File: src/hw/rtl/keyed_io_stats_table_defines.svh
`ifndef KEYED_IO_STATS_TABLE_DEFINES_SVH
`define KEYED_IO_STATS_TABLE_DEFINES_SVH

// same-cycle implication
`define KIST_ASSERT_NOW(label, clk, rst, ante, cons) \
   label: assert property (@(posedge clk) disable iff (rst) (ante) |-> (cons)) \
      else $error("assertion failed");

// next-cycle implication
`define KIST_ASSERT_NEXT(label, clk, rst, ante, cons) \
   label: assert property (@(posedge clk) disable iff (rst) (ante) |=> (cons)) \
      else $error("assertion failed");

`endif

File: src/hw/rtl/kist_pkg.sv
package kist_pkg;

   localparam logic [1:0] STATUS_FILTERED = 2'd0;
   localparam logic [1:0] STATUS_UPDATED  = 2'd1;
   localparam logic [1:0] STATUS_INSERTED = 2'd2;
   localparam logic [1:0] STATUS_DROPPED  = 2'd3;

   typedef struct packed {
      logic        is_write;
      logic [31:0] process_id;
      logic [31:0] descriptor;
      logic [31:0] byte_count;
   } req_type;

   typedef struct packed {
      logic [1:0]  status;
      logic [31:0] event_total;
      logic [63:0] byte_total;
   } rsp_type;

   typedef struct packed {
      logic        is_write;
      logic [31:0] pid;
      logic [31:0] fd;
      logic [31:0] events;
      logic [63:0] bytes;
   } entry_type;

   typedef struct packed {
      logic load;
      logic step;
      logic take_hit;
      logic take_new;
      logic take_drop;
      logic write;
      logic emit;
   } cmd_type;

   typedef struct packed {
      logic filtered;
      logic more;
      logic hit;
      logic full;
      logic out_free;
   } sts_type;

endpackage

File: src/hw/rtl/kist_ctrl.sv
module kist_ctrl
   import kist_pkg::*;
   (input  logic    clock,
    input  logic    reset,
    input  logic    req_valid,
    output logic    req_stall,
    input  sts_type sts,
    output cmd_type cmd);

   localparam logic [1:0] ST_IDLE   = 2'd0;
   localparam logic [1:0] ST_SEARCH = 2'd1;
   localparam logic [1:0] ST_WRITE  = 2'd2;
   localparam logic [1:0] ST_DONE   = 2'd3;

   logic [1:0] state_ff, state_in;

   assign req_stall = (state_ff != ST_IDLE);

   always_comb begin
      state_in = state_ff;
      cmd      = '0;
      case (state_ff)
         ST_IDLE: begin
            if (req_valid) begin
               cmd.load = 1'b1;
               state_in = sts.filtered ? ST_DONE : ST_SEARCH;
            end
         end
         ST_SEARCH: begin
            cmd.step = 1'b1;
            if (sts.hit) begin
               cmd.take_hit = 1'b1;
               state_in     = ST_WRITE;
            end else if (!sts.more) begin
               if (sts.full) begin
                  cmd.take_drop = 1'b1;
                  state_in      = ST_DONE;
               end else begin
                  cmd.take_new = 1'b1;
                  state_in     = ST_WRITE;
               end
            end
         end
         ST_WRITE: begin
            cmd.write = 1'b1;
            state_in  = ST_DONE;
         end
         ST_DONE: begin
            if (sts.out_free) begin
               cmd.emit = 1'b1;
               state_in = ST_IDLE;
            end
         end
         default: begin
            state_in = ST_IDLE;
         end
      endcase
   end

   always_ff @(posedge clock) begin
      if (reset) begin
         state_ff <= ST_IDLE;
      end else begin
         state_ff <= state_in;
      end
   end

endmodule

File: config.mk
export PLATFORM = sky130hd
export DESIGN_NAME = kist_ctrl
export DESIGN_NICKNAME = d
export VERILOG_FILES = /design/src/hw/rtl/keyed_io_stats_table_defines.svh /design/src/hw/rtl/kist_pkg.sv /design/src/hw/rtl/kist_ctrl.sv
export SDC_FILE = /design/constraint.sdc
export NUM_CORES = 1
export LEC_CHECK = 0
export BUFFER_PORTS_ARGS = -buffer_cell sky130_fd_sc_hd__clkbuf_2
export CELL_PAD_IN_SITES_DETAIL_PLACEMENT = 1
export CELL_PAD_IN_SITES_GLOBAL_PLACEMENT = 1
export CORE_AREA = 2 2 39 41
export CTS_CLUSTER_DIAMETER = 150
export DETAILED_ROUTE_END_ITERATION = 8
export DIE_AREA = 0 0 41 43
export PLACE_DENSITY = 0.67
export SLEW_MARGIN = 20
export SYNTH_ARGS = -nofsm -noshare
export SYNTH_HDL_FRONTEND = slang
export SYNTH_SLANG_ARGS = --single-unit
File: constraint.sdc
create_clock -name clock -period 2 [get_ports clock]
set_input_delay 0.1 -clock clock [delete_from_list [all_inputs] [get_ports clock]]
set_output_delay 0.1 -clock clock [all_outputs]
set_load 0.005 [all_outputs]
==> results.md, run 1 <==
- Final period utilization: between 70% and 80%
- Post-DP HPWL: about 500 um
- CTS tree: done
- Most common cell after layout, fill and taps aside: clkbuf_2
- # DRC: 0
- Vias per inst: 4.45
- Via count: 289
- N_diodes: 0
- Synthesis-stage register bit count: 2
- I/O pin count: 16
- Launching point of the worst reg2reg path: state_ff[0]
- Post-place setup slack: roughly 440 ps
- Outcome: completed
- Worst-path clk slew: 30 ps
- Crit path required time: 2090 ps
- FF-to-FF path depth: 5
- CTS Sinks: 2
- Slew HR: between 80% and 90%
- Cts hold-fix bufs: 0
- Final #Nets: 65
- Final WS setup: roughly 460 ps
- Fin crit period: 1540 ps
- Setup_tns: 0 ps
- Drt pass-1 iters: 2
- Final hold viol count: 0
- P_leak: ~0.22 nW
- Ys flop type: dfxtp_1
- Placed inst area: ~380 sq um
- CP Max Fanout: 6
- Final Power: ~0.0004 W
- Die footprint: roughly 1800 sq um
- Post-DR wirelength/cell: 9.34 um
- First-pass GRT wire length: 952 um
- CP endpoint: state_ff[0]
- Top Registers: state_ff (2)
- Max FFs per register: 2
- Clock latency on the worst-skew pair: 220 ps
- Vias in the first global route: 259
- CP endpoint kind: flop
- Antenna Nets Post-Route: 0
- CP Class: flop to flop
- Top reg by flops: state_ff
- Port bufs: 15
- H-tree depth: 1
- Crit path launch: state_ff[0]
- R2R setup slack: ~460 ps
- Cell variety after synth: 21
- Reg2reg end: state_ff[0]
- PD cells: 988 nW/um^2
- Warnings, synthesis: 0
- Die H: between 40 and 50 um
- GPL Wtd Cong: 0.694
- Measured slew at the worst slew-check pin: ~240 ps
- 1st-iter DRT viols: 1
- Max-Cap Viols: 0
- Core Box Area: around 1400 sq um
- Mapped cell area: 289 sq um
- Post-Layout Inst Area: just over 400 sq um
- Synth Instances: 31
- Hold WC Path Type: input pin to flop
- Fraction of layout cells with a size suffix above 1: around half
- Syn nets: 45
- Antenna violations before repair: 0
- Final setup vio count: 0
- Die Wd: 41 um
- CTS Buf Count: 3
- Syn_area_per_cell: 9.32 sq um
- CTS max path bufs: 2
- Rows: 14
- Post-CTS Resized: 0
- Root Driver: clkbuf_4
- RSZ-0062 raised after global routing: false
- Remaining global-route overflow: 0
- Fmax: 648 MHz
- CP startpoint kind: flop
- Area grow syn2layout: 40.7%
- Detailed Route WL: 607 um
- Crit path DAT: about 1600 ps
- Seq/Total Area, Yosys: about 14%
- Postcts setup bufs: 0
- Slew Viols, Final: 0
- Post-synth EDFFs: 0
- Asr flop ratio synth: 0%
- Most frequent cells in the layout: 15 x clkbuf_2, 6 x ha_1, 3 x inv_1, 3 x clkbuf_4
- Worst clock skew: 0.640 ps
- Peak supply drop: 0.000311 V
- Largest net degree at the start of global routing: 7
- Initial Util: 20.9%
- Overall Global Routing Usage: 7.92%
cells by family after synthesis:
kind of cell,Yosys count,share of synthesized area (%)
AOI/OAI and AO/OA,4,12.6
and+or+nand+nor,15,39.8
muxes,1,3.90
DFF,2,13.9
adders and majority gates,6,26.0
buffers and inverters,3,3.90
final cells by class:
| type | instances | area, sq um |
|---|---|---|
| inverter | 3 | 11.3 |
| tap | 16 | 20.0 |
| timing repair buffer | 15 | 75.1 |
| fill | 173 | 977 |
| multi-input combinational | 26 | 238 |
| sequential | 2 | 40.0 |
| clock buffer | 3 | 22.5 |
worst min path at each step:
stage                  end  startpoint  cells after the start  slack (ps)
6_report       state_ff[0]       reset                      2          60
4_1_cts        state_ff[0]       reset                      2          50
2_1_floorplan  state_ff[0]       reset                      1         170
5_1_grt        state_ff[0]       reset                      2          50
3_3_place_gp   state_ff[0]       reset                      2         280
3_5_place_dp   state_ff[0]       reset                      2         290
synthesized netlist by cell type, types with 2 or more instances:
cell	instances	share of area, %
and2_1	2	4.3
dfxtp_1	2	14
ha_1	6	26
inv_1	3	3.9
nand2b_1	2	4.3
power by group:
part           switching [W]  leakage [nW]  total [W]  internal (W)
Combinational       0.000111         0.185   0.000235      0.000124
Sequential         0.0000245        0.0167  0.0000809     0.0000564
Clock              0.0000198        0.0138  0.0000858     0.0000659
Total               0.000155         0.216   0.000402      0.000246
critical path: stages (launching register included):
cell and delay (ps):
dfxtp_1 440, inv_1 120, ha_1 250, and2b_1 190, o41ai_2 330, a21oi_1 90
metrics by stage:
step	cells	hold slack, ps	util (%)
finish	65	58.4	29.4
global route	65	48.8	29.4
CTS	65	54.8	29.4
detailed placement	62	287	27.8
global placement	62	282	27.8
floorplan	31	169	-
layer usage:
layer  global-route usage, %  vias up  wire length [um]
met5                       0        -                 0
met1                    9.58      129               309
met3                    4.71        0                40
met4                    2.00        0                 0
met2                    11.6       13               256
li1                        -      147                 -
(Power assumes the default switching activity.)
==> run 2: changes to the inputs <==
- clock period: 2 -> 1.6 ns (I/O delays scaled with it)
==> run 2 against run 1 <==
  * Utilization increased by 1.1 points
  * Clock power rose by 26%
  * Highest routed layer unchanged
  * Count of clock-buffer cells in the layout stayed put
  * Largest power group unchanged
  * Sequential share of layout area fell by 0.35 points
  * Non-clock buffer count up 2
  * Global-route usage increased by 2.3 points
  * Critical path depth unchanged
  * Register-to-register slack got worse by 260 ps
==> results.md, run 2 (synthesis results as in run 1) <==
- Most common cell after layout, fill and taps aside: clkbuf_2
- Slew Viols, Final: 0 (unchanged)
- H-tree depth: 1 (unchanged)
- Final #Nets: 67 (+3.1%)
- Top reg by flops: state_ff
- Post-CTS Resized: 0 (unchanged)
- Fmax: 713 MHz (+10%)
- I/O pin count: 16 (unchanged)
- CP startpoint kind: flop
- Crit path required time: 1690 ps (-400 ps)
- GPL Wtd Cong: 0.776 (+12%)
- Overall Global Routing Usage: 10.2% (+2.3 points)
- Post-Layout Inst Area: 422 sq um (+3.7%)
- Die footprint: 1760 sq um (unchanged)
- N_diodes: 0 (unchanged)
- CP endpoint kind: flop
- Postcts setup bufs: 0 (unchanged)
- Remaining global-route overflow: 0 (unchanged)
- Top Registers: state_ff (2)
- Die Wd: 41 um (unchanged)
- First-pass GRT wire length: 1170 um (+23%)
- CTS tree: done
- Antenna Nets Post-Route: 0 (unchanged)
- Rows: 14 (unchanged)
- CTS Sinks: 2 (unchanged)
- Peak supply drop: 0.000336 V (+8.0%)
- Final period utilization: 87.7% (+11 points)
- Die H: 43 um (unchanged)
- Outcome: completed
- Worst clock skew: 0.590 ps (-0.0498 ps)
- Hold WC Path Type: input pin to flop
- Crit path DAT: 1490 ps (-150 ps)
- Clock latency on the worst-skew pair: 220 ps (about the same)
- Largest net degree at the start of global routing: 7 (unchanged)
- Via count: 299 (+3.5%)
- CTS max path bufs: 2 (unchanged)
- Port bufs: 15 (unchanged)
- Core Box Area: 1380 sq um (unchanged)
- PD cells: 1280 nW/um^2 (+30%)
- Root Driver: clkbuf_4
- Vias per inst: 4.46 (+0.37%)
- Fraction of layout cells with a size suffix above 1: 51.0% (+2.0 points)
- CTS Buf Count: 3 (unchanged)
- Fin crit period: 1400 ps (-141 ps)
- CP Class: flop to flop
- Cts hold-fix bufs: 0 (unchanged)
- RSZ-0062 raised after global routing: false
- Detailed Route WL: 699 um (+15%)
- Max-Cap Viols: 0 (unchanged)
- Max FFs per register: 2 (unchanged)
- Final setup vio count: 0 (unchanged)
- Antenna violations before repair: 0 (unchanged)
- 1st-iter DRT viols: 0 (-1)
- Worst-path clk slew: 30 ps (about the same)
- Initial Util: 20.9% (unchanged)
- Placed inst area: 399 sq um (+3.9%)
- Area grow syn2layout: 45.9%
- P_leak: 0.226 nW (+4.8%)
- CP Max Fanout: 4 (-2)
- Most frequent cells in the layout: 15 x clkbuf_2, 6 x ha_1, 3 x inv_1, 3 x clkbuf_4
- Post-DR wirelength/cell: 10.4 um (+12%)
- Measured slew at the worst slew-check pin: 284 ps (+43.5 ps)
- Drt pass-1 iters: 1 (-1)
- Vias in the first global route: 301 (+16%)
- Slew HR: 80.9% (-2.9 points)
- Final hold viol count: 0 (unchanged)
- Setup_tns: 0 ps (unchanged)
- # DRC: 0 (unchanged)
-- run 2: cell count changes in the layout (fill, tap and decap cells not counted), sizes merged --
cell  before  now
buf        0    2
-- run 2: metal layers --
metal	share of wire (%)	track usage, %	vias up
met4	0	8.00	0
met3	7.6	3.14	0
li1	-	-	153
met1	45	11.9	133
met5	0	0	-
met2	47	14.7	13
-- run 2: layout make-up --
class,instances,area [sq um]
fill,174,962
multi-input combinational,26,238
timing repair buffer,17,90.1
sequential,2,40.0
clock buffer,3,22.5
tap,16,20.0
inverter,3,11.3
-- run 2: final timing paths --
kind                                  start           to  slack [ps]  depth (start not counted)
worst max-delay path            state_ff[1]  state_ff[1]         200                          5
worst min-delay path                  reset  state_ff[0]          30                          2
worst max register to register  state_ff[1]  state_ff[1]         200                          5
worst min register to register  state_ff[0]  state_ff[0]         590                          3
-- run 2: stage by stage --
step                setup slack (ps)  total power (W)  utilization (%)  std cells  hold WS (ps)
floorplan                        190         0.000302                -         31           149
global placement                 231         0.000436             28.8         64           260
detailed placement               175         0.000442             28.8         64           262
CTS                              142         0.000562             30.5         67          28.1
global route                    49.1         0.000606             30.5         67          43.1
finish                           197         0.000542             30.5         67          35.0
-- run 2: critical path: stages (launching register included) --
cell	delay, ps
dfxtp_1	300
inv_1	110
ha_1	200
mux2_2	340
nor4_1	220
nor3_1	100
-- run 2: power breakdown --
group / switching [W] / total [W] / internal (W)
Combinational: 0.000173 / 0.000353 / 0.000179
Clock: 0.0000260 / 0.000108 / 0.0000824
Sequential: 0.0000101 / 0.0000805 / 0.0000704
==> run 3: changes to the inputs <==
- clock period: 1.6 -> 1.67 ns (I/O delays scaled with it)
==> run 3 against run 2 <==
  * Sequential cell count unchanged
  * Via count rose by 1.7%
  * Worst hold slack got worse by 4.4 ps
  * Combinational power down 5%
  * Non-clock buffer count stayed put
  * Critical endpoint is now cmd[3]
  * Largest cell class unchanged
==> results.md, run 3 (synthesis results as in run 1) <==
- Root Driver: clkbuf_4
- Post-DR wirelength/cell: 10.3 um (-1.6%)
- 1st-iter DRT viols: 0 (unchanged)
- P_leak: 0.226 nW (unchanged)
- Antenna Nets Post-Route: 0 (unchanged)
- Setup_tns: 0 ps (unchanged)
- Final Power: 0.000517 W (-4.6%)
- Die footprint: 1760 sq um (unchanged)
- Measured slew at the worst slew-check pin: 255 ps (-28.7 ps)
- Core Box Area: 1380 sq um (unchanged)
- Postcts setup bufs: 0 (unchanged)
- CP startpoint kind: flop
- Switching Power: 0.000199 W (-5.2%)
- Cts hold-fix bufs: 0 (unchanged)
- Top reg by flops: state_ff
- Final period utilization: 82.3%
- Fmax: 727 MHz
- Antenna violations before repair: 0 (unchanged)
- Most common cell after layout, fill and taps aside: clkbuf_2
- RSZ-0062 raised after global routing: false
- Seq pwr share: 14.6% (-0.3 points)
- Port bufs: 15 (unchanged)
- Power Internal: 0.000318 W (-4.2%)
- Fraction of layout cells with a size suffix above 1: 51.0% (unchanged)
- Post-CTS Resized: 0 (unchanged)
- Post-place setup slack: 309 ps (+134 ps)
- Most frequent cells in the layout: 15 x clkbuf_2, 6 x ha_1, 3 x inv_1, 3 x clkbuf_4
- Hold slack: 30.6 ps (-4.38 ps)
- CTS max path bufs: 2 (unchanged)
- Fin crit period: 1370 ps
- Slew Viols, Final: 0 (unchanged)
- Detailed Route WL: 688 um (-1.6%)
- Initial Util: 20.9% (unchanged)
- Logic pwr share: 64.7% (-0.4 points)
- Area grow syn2layout: 45.9% (unchanged)
- Via count: 304 (+1.7%)
- R2R setup slack: 320 ps (+120 ps)
- Remaining global-route overflow: 0 (unchanged)
- Final design utilization: 30.5% (unchanged)
- Post-DP HPWL: 599 um
- Crit path required time: 1590 ps (-100 ps)
- N_diodes: 0 (unchanged)
- H-tree depth: 1 (unchanged)
- CTS Buf Count: 3 (unchanged)
- Crit path DAT: 1290 ps (-200 ps)
- Outcome: completed
- Sw Share: 38.4% (-0.26 points)
- Clock power share: 20.7% (+0.7 points)
- Slew HR: 82.7% (+1.8 points)
- I/O pin count: 16 (unchanged)
- Rows: 14 (unchanged)
- Overall Global Routing Usage: 10.7% (+0.50 points)
- Die H: 43 um (unchanged)
- Vias in the first global route: 312 (+3.7%)
- Largest net degree at the start of global routing: 7 (unchanged)
- Max-Cap Viols: 0 (unchanged)
- Final setup vio count: 0 (unchanged)
- CP Class: flop to output pin
- Clock latency on the worst-skew pair: 230 ps (about the same)
- Die Wd: 41 um (unchanged)
- Hold WC Path Type: input pin to flop
- CP Max Fanout: 5 (+1)
- Vias per inst: 4.54 (+1.7%)
- CTS tree: done
- Top Registers: state_ff (2)
- Final #Nets: 67 (unchanged)
- PD cells: 1230 nW/um^2 (-4.6%)
- Max FFs per register: 2 (unchanged)
- First-pass GRT wire length: 1170 um (-0.60%)
- GPL Wtd Cong: 0.774 (-0.33%)
- Final WS setup: 295 ps (+98.4 ps)
- Filler cell count: 175 (+0.57%)
- Drt pass-1 iters: 1 (unchanged)
- CP endpoint kind: output pin
- Peak supply drop: 0.000452 V (+35%)
- # DRC: 0 (unchanged)
- Worst-path clk slew: 30 ps (about the same)
- CTS Sinks: 2 (unchanged)
- Final hold viol count: 0 (unchanged)
- Worst clock skew: 1.20 ps (+0.607 ps)
-- run 3: cell counts in the layout (fill, tap and decap cells not counted) --
Identical to the previous run, type by type.
-- run 3: power groups by stage --
stage | registers, W | clock network (W) | logic, W
4_1_cts | 0.0000758 | 0.000111 | 0.000344
3_3_place_gp | 0.0000753 | 0 | 0.000342
2_1_floorplan | 0.0000898 | 0 | 0.000199
3_5_place_dp | 0.0000765 | 0 | 0.000341
5_1_grt | 0.0000787 | 0.000116 | 0.000388
6_report | 0.0000753 | 0.000107 | 0.000334
-- run 3: path summary, 6_finish.rpt --
path | cells past startpoint | endpoint | from
worst max-delay path | 4 | cmd[3] | state_ff[0]
worst min-delay path | 2 | state_ff[0] | reset
worst max register to register | 5 | state_ff[0] | state_ff[0]
worst min register to register | 3 | state_ff[0] | state_ff[0]
-- run 3: worst max-delay path, cell delays in order (launching register included) --
cell and delay, ps:
dfxtp_1 310, buf_4 140, ha_1 200, nor4b_1 250
clkbuf_2 170
-- run 3: layout make-up --
cell class,instances,area [sq um],share of cell area [%]
repair buffers,17,90.1,21.4
well taps,16,20.0,4.75
flip-flops and latches,2,40.0,9.50
multi-input cells,26,238,56.4
clock buffers,3,22.5,5.34
inverters,3,11.3,2.67
-- run 3: per-stage QoR --
step	area (sq um)	cells
global placement	399	64
finish	422	67
detailed placement	399	64
global route	422	67
CTS	422	67
floorplan	289	31
-- run 3: per-layer routing --
metal	track usage [%]	wire, um
met1	11.9	303
met2	13.4	286
met3	3.14	56
met4	14.0	42
met5	0	0
